==> config.mk <==
export PLATFORM = sky130hd
export DESIGN_NAME = indexed_list_insert_remove_core
export DESIGN_NICKNAME = d
export VERILOG_FILES = /design/src/design/ilir_pkg.sv /design/src/design/ilir_cell.sv /design/src/design/ilir_ctrl.sv /design/src/design/indexed_list_insert_remove_core.sv
export SDC_FILE = /design/constraint.sdc
export NUM_CORES = 1
export LEC_CHECK = 0
export BUFFER_PORTS_ARGS = -buffer_cell sky130_fd_sc_hd__clkbuf_2
export CORE_MARGIN = 2
export CORE_UTILIZATION = 57
export DETAILED_ROUTE_END_ITERATION = 8
export GPL_TIMING_DRIVEN = 1
export PLACE_DENSITY = 0.76
export SYNTH_ARGS = -nofsm -noshare
export SYNTH_HDL_FRONTEND = slang
export SYNTH_SLANG_ARGS = --single-unit
==> constraint.sdc <==
create_clock -name clk -period 6.8 [get_ports clk]
set_input_delay 1.02 -clock clk [delete_from_list [all_inputs] [get_ports clk]]
set_output_delay 1.02 -clock clk [all_outputs]
set_load 0.01 [all_outputs]
==> src/design/ilir_pkg.sv <==
`timescale 1ns / 1ps
// ----------------------------------------------------------------------------
// ilir_pkg
// Sizes, codes and types of the indexed list core.
// ----------------------------------------------------------------------------
package ilir_pkg;

  localparam int DEPTH   = 16;
  localparam int WIDTH   = 32;

  // fixed port field widths
  localparam int ACT_W   = 2;
  localparam int POS_W   = 5;
  localparam int VALUE_W = 32;
  localparam int STAT_W  = 2;
  localparam int COUNT_W = 5;

  localparam int IDX_W   = $clog2(DEPTH);
  localparam int CNT_W   = $clog2(DEPTH + 1);
  localparam int CMP_W   = (POS_W > CNT_W) ? POS_W : CNT_W;

  localparam logic [ACT_W-1:0] ACT_READ   = 2'd0;
  localparam logic [ACT_W-1:0] ACT_INSERT = 2'd1;
  localparam logic [ACT_W-1:0] ACT_REMOVE = 2'd2;

  localparam logic [STAT_W-1:0] ST_OK    = 2'd0;
  localparam logic [STAT_W-1:0] ST_FULL  = 2'd1;
  localparam logic [STAT_W-1:0] ST_RANGE = 2'd2;

  typedef logic [WIDTH-1:0] entry_t;

  // per-cell update select, at most one bit set
  typedef struct packed {
    logic load;
    logic take_lower;
    logic take_upper;
  } cell_ctl_t;

endpackage

==> src/design/ilir_cell.sv <==
`timescale 1ns / 1ps
// ----------------------------------------------------------------------------
// ilir_cell
// One list slot: holds, loads the new value, or copies a neighbor.
// ----------------------------------------------------------------------------
module ilir_cell (
  input  logic               clk,
  input  ilir_pkg::cell_ctl_t ctl,
  input  ilir_pkg::entry_t   lower_q,
  input  ilir_pkg::entry_t   upper_q,
  input  ilir_pkg::entry_t   load_data,
  output ilir_pkg::entry_t   q
);
  import ilir_pkg::*;

  entry_t q_r;
  entry_t q_nxt;

  always_comb begin
    q_nxt = q_r;
    if (ctl.load) begin
      q_nxt = load_data;
    end else if (ctl.take_lower) begin
      q_nxt = lower_q;
    end else if (ctl.take_upper) begin
      q_nxt = upper_q;
    end
  end

  always_ff @(posedge clk) begin
    q_r <= q_nxt;
  end

  assign q = q_r;

endmodule

==> src/design/ilir_ctrl.sv <==
`timescale 1ns / 1ps
// ----------------------------------------------------------------------------
// ilir_ctrl
// Decodes one transaction, drives the cell selects, keeps the count and
// registers the result.
// ----------------------------------------------------------------------------
module ilir_ctrl (
  input  logic                        clk,
  input  logic                        rst_n,
  input  logic                        in_valid,
  output logic                        in_stall,
  input  logic [ilir_pkg::ACT_W-1:0]  in_action,
  input  logic [ilir_pkg::POS_W-1:0]  in_position,
  input  ilir_pkg::entry_t            cell_q [ilir_pkg::DEPTH],
  output ilir_pkg::cell_ctl_t         cell_ctl [ilir_pkg::DEPTH],
  output logic                        out_valid,
  input  logic                        out_stall,
  output logic [ilir_pkg::VALUE_W-1:0] out_entry_out,
  output logic [ilir_pkg::STAT_W-1:0] out_status,
  output logic [ilir_pkg::COUNT_W-1:0] out_count,
  output logic                        out_empty_res
);
  import ilir_pkg::*;

  logic              out_valid_r;
  logic              out_valid_nxt;
  logic [CNT_W-1:0]  count_r;
  logic [CNT_W-1:0]  count_nxt;
  entry_t            entry_r;
  entry_t            entry_nxt;
  logic [STAT_W-1:0] status_r;
  logic [STAT_W-1:0] status_nxt;

  logic              accept;
  logic              do_ins;
  logic              do_rem;
  logic              full;
  logic              in_range;
  logic [CMP_W-1:0]  pos_ext;
  logic [CMP_W-1:0]  cnt_ext;
  entry_t            rd_data;

  assign in_stall = out_valid_r && out_stall;
  assign accept   = in_valid && !in_stall;

  assign pos_ext  = CMP_W'(in_position);
  assign cnt_ext  = CMP_W'(count_r);
  assign full     = (count_r == CNT_W'(DEPTH));
  assign in_range = (pos_ext < cnt_ext);
  // only used when position is below the count
  assign rd_data  = cell_q[IDX_W'(in_position)];

  always_comb begin
    do_ins     = 1'b0;
    do_rem     = 1'b0;
    entry_nxt  = '0;
    status_nxt = ST_OK;
    case (in_action)
      ACT_READ: begin
        if (in_range) begin
          entry_nxt = rd_data;
        end else begin
          status_nxt = ST_RANGE;
        end
      end
      ACT_INSERT: begin
        if (full) begin
          status_nxt = ST_FULL;
        end else if (pos_ext > cnt_ext) begin
          status_nxt = ST_RANGE;
        end else begin
          do_ins = 1'b1;
        end
      end
      ACT_REMOVE: begin
        if (in_range) begin
          entry_nxt = rd_data;
          do_rem    = 1'b1;
        end else begin
          status_nxt = ST_RANGE;
        end
      end
      default: begin
        status_nxt = ST_RANGE;
      end
    endcase
  end

  // insert: slots above position up to the count take their lower neighbor
  // remove: slots from position up to count-2 take their upper neighbor
  always_comb begin
    for (int i = 0; i < DEPTH; i++) begin
      cell_ctl[i].load       = accept && do_ins && (CMP_W'(i) == pos_ext);
      cell_ctl[i].take_lower = accept && do_ins && (CMP_W'(i) > pos_ext)
                               && (CMP_W'(i) <= cnt_ext);
      cell_ctl[i].take_upper = accept && do_rem && (CMP_W'(i) >= pos_ext)
                               && (CMP_W'(i + 1) < cnt_ext);
    end
  end

  always_comb begin
    count_nxt     = count_r;
    out_valid_nxt = out_valid_r;
    if (accept) begin
      out_valid_nxt = 1'b1;
      if (do_ins) begin
        count_nxt = count_r + CNT_W'(1);
      end else if (do_rem) begin
        count_nxt = count_r - CNT_W'(1);
      end
    end else if (!out_stall) begin
      out_valid_nxt = 1'b0;
    end
  end

  always_ff @(posedge clk) begin
    if (!rst_n) begin
      out_valid_r <= 1'b0;
      count_r     <= '0;
    end else begin
      out_valid_r <= out_valid_nxt;
      count_r     <= count_nxt;
    end
  end

  always_ff @(posedge clk) begin
    if (accept) begin
      entry_r  <= entry_nxt;
      status_r <= status_nxt;
    end
  end

  // count only moves on accept, so it always matches the held result
  assign out_valid     = out_valid_r;
  assign out_entry_out = VALUE_W'(entry_r);
  assign out_status    = status_r;
  assign out_count     = COUNT_W'(count_r);
  assign out_empty_res = (count_r == '0);

endmodule

==> src/design/indexed_list_insert_remove_core.sv <==
`timescale 1ns / 1ps
// ----------------------------------------------------------------------------
// indexed_list_insert_remove_core
// Fixed-capacity ordered list built as a row of entry cells: read, insert
// or remove at an index, with count and empty flag on every result.
// ----------------------------------------------------------------------------
//  channel | direction | handshake          | payload
//  in_     | input     | in_valid/in_stall  | action, position, value
//  out_    | output    | out_valid/out_stall| entry_out, status, count, empty_res
//
//  One transaction per cycle when in_stall is low; the result appears
//  the cycle after acceptance. All cells shift in parallel in the accept
//  cycle; the output register is the only stage, and in_stall rises only
//  while a result waits under out_stall. Synchronous active-low reset clears
//  the count and the output valid; entry contents are not reset.
// ----------------------------------------------------------------------------
module indexed_list_insert_remove_core (
  input  logic                         clk,
  input  logic                         rst_n,
  input  logic                         in_valid,
  output logic                         in_stall,
  input  logic [ilir_pkg::ACT_W-1:0]   in_action,
  input  logic [ilir_pkg::POS_W-1:0]   in_position,
  input  logic [ilir_pkg::VALUE_W-1:0] in_value,
  output logic                         out_valid,
  input  logic                         out_stall,
  output logic [ilir_pkg::VALUE_W-1:0] out_entry_out,
  output logic [ilir_pkg::STAT_W-1:0]  out_status,
  output logic [ilir_pkg::COUNT_W-1:0] out_count,
  output logic                         out_empty_res
);
  import ilir_pkg::*;

  entry_t    cell_q   [DEPTH];
  cell_ctl_t cell_ctl [DEPTH];
  entry_t    load_data;

  assign load_data = WIDTH'(in_value);

  ilir_ctrl u_ctrl (
    .clk           (clk),
    .rst_n         (rst_n),
    .in_valid      (in_valid),
    .in_stall      (in_stall),
    .in_action     (in_action),
    .in_position   (in_position),
    .cell_q        (cell_q),
    .cell_ctl      (cell_ctl),
    .out_valid     (out_valid),
    .out_stall     (out_stall),
    .out_entry_out (out_entry_out),
    .out_status    (out_status),
    .out_count     (out_count),
    .out_empty_res (out_empty_res)
  );

  for (genvar i = 0; i < DEPTH; i++) begin : g_cell
    entry_t lower_q;
    entry_t upper_q;

    if (i == 0) begin : g_first
      assign lower_q = '0;
    end else begin : g_lower
      assign lower_q = cell_q[i-1];
    end

    if (i == DEPTH - 1) begin : g_last
      assign upper_q = '0;
    end else begin : g_upper
      assign upper_q = cell_q[i+1];
    end

    ilir_cell u_cell (
      .clk       (clk),
      .ctl       (cell_ctl[i]),
      .lower_q   (lower_q),
      .upper_q   (upper_q),
      .load_data (load_data),
      .q         (cell_q[i])
    );
  end

endmodule

* Yosys cells after proc, flatten, opt, wreduce, memory -nomap -nowiden
Cells that the tools add are included.
** Word-level totals
- Register bits :: 552
- Bits in latches :: 0
- RAM bits :: 0
- ROM bits :: 0
- Bits of input ports :: 43
- Output and inout port bits :: 42
- Logic and storage cells :: 281
- Memories kept :: 0
** Cells by class
- Add/subtract/negate cells :: 2
- Multiply operators :: 0
- Divide/modulo/power cells :: 0
- Order comparisons :: 67
- Equality and inequality tests :: 19
- Shift operators :: 0
- Mux-type cells :: 64
- Bitwise logic cells :: 1
- Reduce and logical (&&, ||, !) cells :: 108
** Operators by type and width (number)
- $mux 32 :: 50
- $bmux 32 s4 :: 1
- $logic_and 1x1->1 :: 84
- $reduce_bool 3->1 :: 16
- $eq 4x5->1 const A :: 8
- $ge 4x5->1 const A :: 8
- $gt 4x5->1 const A :: 8
- $le 4x5->1 const A :: 8
- $lt 4x5->1 const A :: 8
- $eq 3x5->1 const A :: 4
- $ge 3x5->1 const A :: 4
- $gt 3x5->1 const A :: 4
- $le 3x5->1 const A :: 4
- $lt 3x5->1 const A :: 4
- $eq 2x5->1 const A :: 2
- $ge 1x5->1 const A :: 2
- $ge 2x5->1 const A :: 2
- $gt 1x5->1 const A :: 2
- $gt 2x5->1 const A :: 2
- $le 1x5->1 const A :: 2
- $le 2x5->1 const A :: 2
- $logic_not 5->1 :: 2
- $lt 2x5->1 const A :: 2
- $mux 5 :: 2
- other kinds (21) :: 30

* Longest topological paths before layout
- Depth after elaboration :: 9
- Gate-level depth with buffers :: 13
- Depth with buffers taken out :: 8

* Cells and area by module
A second synthesis with hierarchy kept.
** Second synthesis, totals
- Cell total of the unflattened synthesis :: 2779
- Area total of the unflattened synthesis :: 33198.1 µm²
** Modules (own cells, without submodules)
- ilir_cell :: instances 16, cells each 140, area each 1672.9 µm², sequential area each 960.9 µm²
- ilir_ctrl :: instances 1, cells each 538, area each 6428.7 µm², sequential area each 1141.1 µm²
- indexed_list_insert_remove_core :: instances 1, cells each 1, area each 3.8 µm², sequential area each 0.0 µm²

* Worst setup path before layout
No wires, ideal clock.
- Kind :: input port to flip-flop
- Start :: in in_position[0] (netlist name)
- End :: reg g_cell[4].u_cell.q_r[0] (enable)
- Library setup time :: 0.533 ns
- Data arrival time :: 6.135 ns
- Data required time :: 6.267 ns
- Path slack :: 0.132 ns
- Stages :: 9
- Buffers on the path :: 3
- Cells stage by stage :: clkinv_1 > clkbuf_1 > ha_1 > nand3_1 > nor2_1 > o21ba_1 > buf_2 > buf_4 > o311ai_0
** On the way
- Cells in the longest elaborated chain, start to end :: 8
- Elaborated cells between the ends (all ways) :: 18
- Those cells by class :: order compare (4); eq/ne (1); mux (5); reduce/logical (8)
** RTL lines
- start: declaration :: line indexed_list_insert_remove_core.sv:23 : input logic [ilir_pkg::POS_W-1:0] in_position,
- $gt 5x5->1 :: line ilir_ctrl.sv:69 : end else if (pos_ext > cnt_ext) begin
- $mux 1 :: line ilir_ctrl.sv:69
- $mux 1 :: line ilir_ctrl.sv:67 : if (full) begin
- $mux 1 :: line ilir_ctrl.sv:58 : case (in_action)
- $logic_and 1x1->1 :: line ilir_ctrl.sv:93, ilir_ctrl.sv:94
- $logic_and 1x1->1 :: line ilir_ctrl.sv:94 : cell_ctl[i].take_lower = accept && do_ins && (CMP_W'(i) > pos_ext)
- $logic_and 1x1->1 :: line ilir_ctrl.sv:95 : && (CMP_W'(i) <= cnt_ext);
- $reduce_bool 3->1 (no source line) *
- end signal: assignment :: line ilir_cell.sv:31 : q_r <= q_nxt;
- end: declaration :: line ilir_cell.sv:16 : entry_t q_r;
Mark *: on every way between the ends. The rest lies on a longest branch, timed or not.
A chain may end at the register's enable or synchronous reset.

* Final worst setup path
- Start :: reg u_ctrl.count_r[4] (netlist: u_ctrl.out_count[4])
- End :: reg g_cell[13].u_cell.q_r[12] (enable)
** On the way
- Cells in the longest elaborated chain, start to end :: 8
- Elaborated cells between the ends (all ways) :: 18
- Those cells by class :: order compare (4); eq/ne (1); mux (5); reduce/logical (8)
** RTL lines
- start: declaration :: line ilir_ctrl.sv:27 : logic [CNT_W-1:0] count_r;
- start signal: assignment :: line ilir_ctrl.sv:122 : count_r <= count_nxt;
- $gt 5x5->1 :: line ilir_ctrl.sv:69
- $mux 1 :: line ilir_ctrl.sv:69
- $mux 1 :: line ilir_ctrl.sv:67
- $mux 1 :: line ilir_ctrl.sv:58
- $logic_and 1x1->1 :: line ilir_ctrl.sv:93, ilir_ctrl.sv:94
- $logic_and 1x1->1 :: line ilir_ctrl.sv:94
- $logic_and 1x1->1 :: line ilir_ctrl.sv:95
- $reduce_bool 3->1 (no source line) *
- end signal: assignment :: line ilir_cell.sv:31
- end: declaration :: line ilir_cell.sv:16
Marked as above.

==> impl_metrics.toml <==
[hold_path]
hold_class = "reg2reg"

[synth]
synth-seq-cells = 552
yosys_warnings = 0
synth_edf_count = 546
syn_inst = 2798
ys_types = 67
syn-num-nets = 2851
synthFlopType = "edfxtp_1"
synth_area_um2 = 31900
syn_area_per_cell_um2 = 11.40
synth-async-reset-ratio_pct = 0
yosysSeqAreaShare_pct = 51.77

[worst_setup_path]
cp-end-kind = "register"
crit_top_cell = "buf_4"
critical_path_class = "reg2reg"
critPathLaunchType = "register"
worstPathBufferInverterCount = 3
slowest_delay_ns = 0.90
crit_fanout = 65
path_delay_family = "buffers and inverters"
path_cells = "clkinv_1 > ha_1 > nand2_1 > a211oi_4 > o21bai_2 > nand4_1 > buf_4 > nand3_2 > buf_4"
crit_path_top_delay_cell = "nand3_2"
critPathArrivalTime_ns = 5.19
cp.required_ns = 7.17

[clock_network]
postCtsResizedCells = 0
insertion_delay_ns = 0.65
clock_path_buffers = 3
cts_tree = "built"
hold_buffers = 0
clock-sinks = 552
root_buffer = "clkbuf_16"
numCtsBuffers = 59
post-cts-setup-buffers = 0
path_clk_slew_ns = 0.06
htreeDepth = 2

[cells_and_area]
drive_above_1_share_pct = 16.89
fillCellCount = 4161
num_antenna_cells = 0
nNetsFinal = 2799
multiInputGateArea_um2 = 14330
seq_area_um2 = 16520
area_delta_synth_final_pct = 8.220

[placement]
dp_hpwl_um = 57890
io_buffer_count = 84
place_congestion = 0.8845
dp_slack_ns = 1.702

[die]
io_pins = 85
start_util_pct = 57.80
die_h_um = 240.6
dieArea_um2 = 57880
core_region_area_um2 = 55200
die_w_um = 240.6
rows = 86

[sta]
maxSlewViolCount = 0
rsz0062_at_grt = "no"
fin_ws_ns = 1.982
fin_setup_tns_ns = 0
min_period_ns = 4.818
final_hold_viol_count = 0
min_period_over_period_pct = 70.85
relSlewSlack_pct = 10.46
fmax_ghz = 0.2076
finClkSkew_ns = 0.01513
setup_viol = 0
worst_pin_slew_ns = 1.338

[global_routing]
antenna_found_initial = 0
grt-ovfl-total = 0
grt_pass1_wl_um = 151200
grt_usage_pct = 35.30
grt_pass1_vias = 24585
grt_max_degree = 66

[detailed_routing]
wl_per_cell_um = 28.80
dr.first_iter.drc_count = 3874
detail-route-antenna-nets = 0
vias_per_cell = 7.093
drt_pre_antenna_iters = 8
drc = 0
drt-total-wl_um = 101900
num_vias = 25088

[outcome]
status = "finished, final reports clean"

[pwr]
power.density_nw_per_um2 = 208.1
leakagePower_nw = 12.76
irDropWorstVdd_mv = 0.2328

[run]
drv_cap = 0
cells in the mapped netlist, types with 5 or more instances:
master / number / area (µm²)
edfxtp_1: 546 / 16400
nor2_1: 375 / 1408
nand2_1: 367 / 1378
a21oi_1: 290 / 1451
mux2i_1: 271 / 2713
mux4_2: 160 / 3603
a31oi_1: 128 / 800.8
buf_2: 116 / 580.6
clkbuf_1: 98 / 367.9
o21ai_0: 72 / 360.4
o22ai_1: 66 / 412.9
nor2b_1: 35 / 219.0
a22o_1: 32 / 280.3
mux2_2: 31 / 349.1
nand3_1: 27 / 135.1
buf_4: 24 / 180.2
buf_1: 22 / 82.58
nand4_1: 12 / 75.07
or3_1: 12 / 75.07
and3_1: 10 / 62.56
ha_1: 10 / 125.1
nor3_1: 7 / 35.03
buf_6: 6 / 67.56
dfxtp_1: 6 / 120.1
inv_1: 6 / 22.52
nand2b_1: 5 / 31.28
worst register-to-register path, stage by stage, from the launching register on:
cell and delay (ns):
dfxtp_1 0.61, clkinv_1 0.39, ha_1 0.44, nand2_1 0.12, a211oi_4 0.39, o21bai_2 0.32
nand4_1 0.16, buf_4 0.67, nand3_2 0.91, buf_4 0.54
cell families after synthesis:
family | share of synthesized area [%]
flops | 51.77
simple gates | 11.62
buf+inv | 4.102
compound gates | 11.14
mux | 20.93
fa+ha+maj | 0.3922
xor+xnor | 0.05491
cell type report:
| type | count | area share [%] |
|---|---|---|
| Clock buffer | 80 | 4.566 |
| Clock inverter | 24 | 0.4349 |
| Inverter | 8 | 0.08697 |
| Multi-Input combinational cell | 1972 | 41.49 |
| Sequential cell | 552 | 47.83 |
| Tap cell | 748 | 2.711 |
| Timing Repair Buffer | 153 | 2.877 |
metal layers:
| layer | global-route usage (%) | part of all wire (%) | up-vias |
|---|---|---|---|
| li1 | - | - | 10458 |
| met1 | 44.72 | 34 | 12052 |
| met5 | 0 | 0 | - |
| met2 | 56.57 | 47 | 2126 |
| met4 | 20.38 | 6.4 | 0 |
| met3 | 7.560 | 13 | 452 |
flip-flops by register name, indices dropped and copies added (netlist names):
name and cells:
u_ctrl.out_count 5, u_ctrl.out_entry_out 32, g_cell.u_cell.q 512, u_ctrl.out_valid 1
u_ctrl.out_status 2
worst paths after layout:
kind / depth (start not counted) / slack, ns / from / end
setup / recovery: 9 / 1.98 / u_ctrl.out_count[4]$_SDFFE_PN0P_ / g_cell[13].u_cell.q[12]$_DFFE_PP_
hold / removal: 1 / 0.61 / g_cell[1].u_cell.q[5]$_DFFE_PP_ / g_cell[0].u_cell.q[5]$_DFFE_PP_
setup reg to reg: 9 / 1.98 / u_ctrl.out_count[4]$_SDFFE_PN0P_ / g_cell[13].u_cell.q[12]$_DFFE_PP_
hold reg to reg: 1 / 0.61 / g_cell[1].u_cell.q[5]$_DFFE_PP_ / g_cell[0].u_cell.q[5]$_DFFE_PP_
where the power goes:
part	total, mW	switching (mW)	leakage [nW]	internal, mW
clock network	3.02	1.37	0.846	1.65
registers	3.72	0.0125	4.94	3.71
logic	0.441	0.275	6.97	0.166
stage by stage:
step           area (µm²)  hold WS, ns  util [%]  instances  power, mW
6_report            34530       0.6124     62.55       3537      7.183
5_1_grt             34530       0.6240     62.55       3537      7.341
2_1_floorplan       31900       0.5475         -       2798      4.082
4_1_cts             34530       0.6032     62.55       3537      7.186
3_3_place_gp        32800       0.5902     59.42       3433      4.221
3_5_place_dp        32800       0.6022     59.42       3433      4.228
placed cells by master, fill, tap and decap left out, drive strengths merged, types with 35 or more instances in the layout:
master and n:
a21oi 290, nand2 367, edfxtp 546, o22ai 66
mux2i 271, clkbuf 162, buf 71, mux4 160
o21ai 76, nor2 376, nor2b 35, a31oi 128
Note: power is estimated with default switching activity, not from simulation.
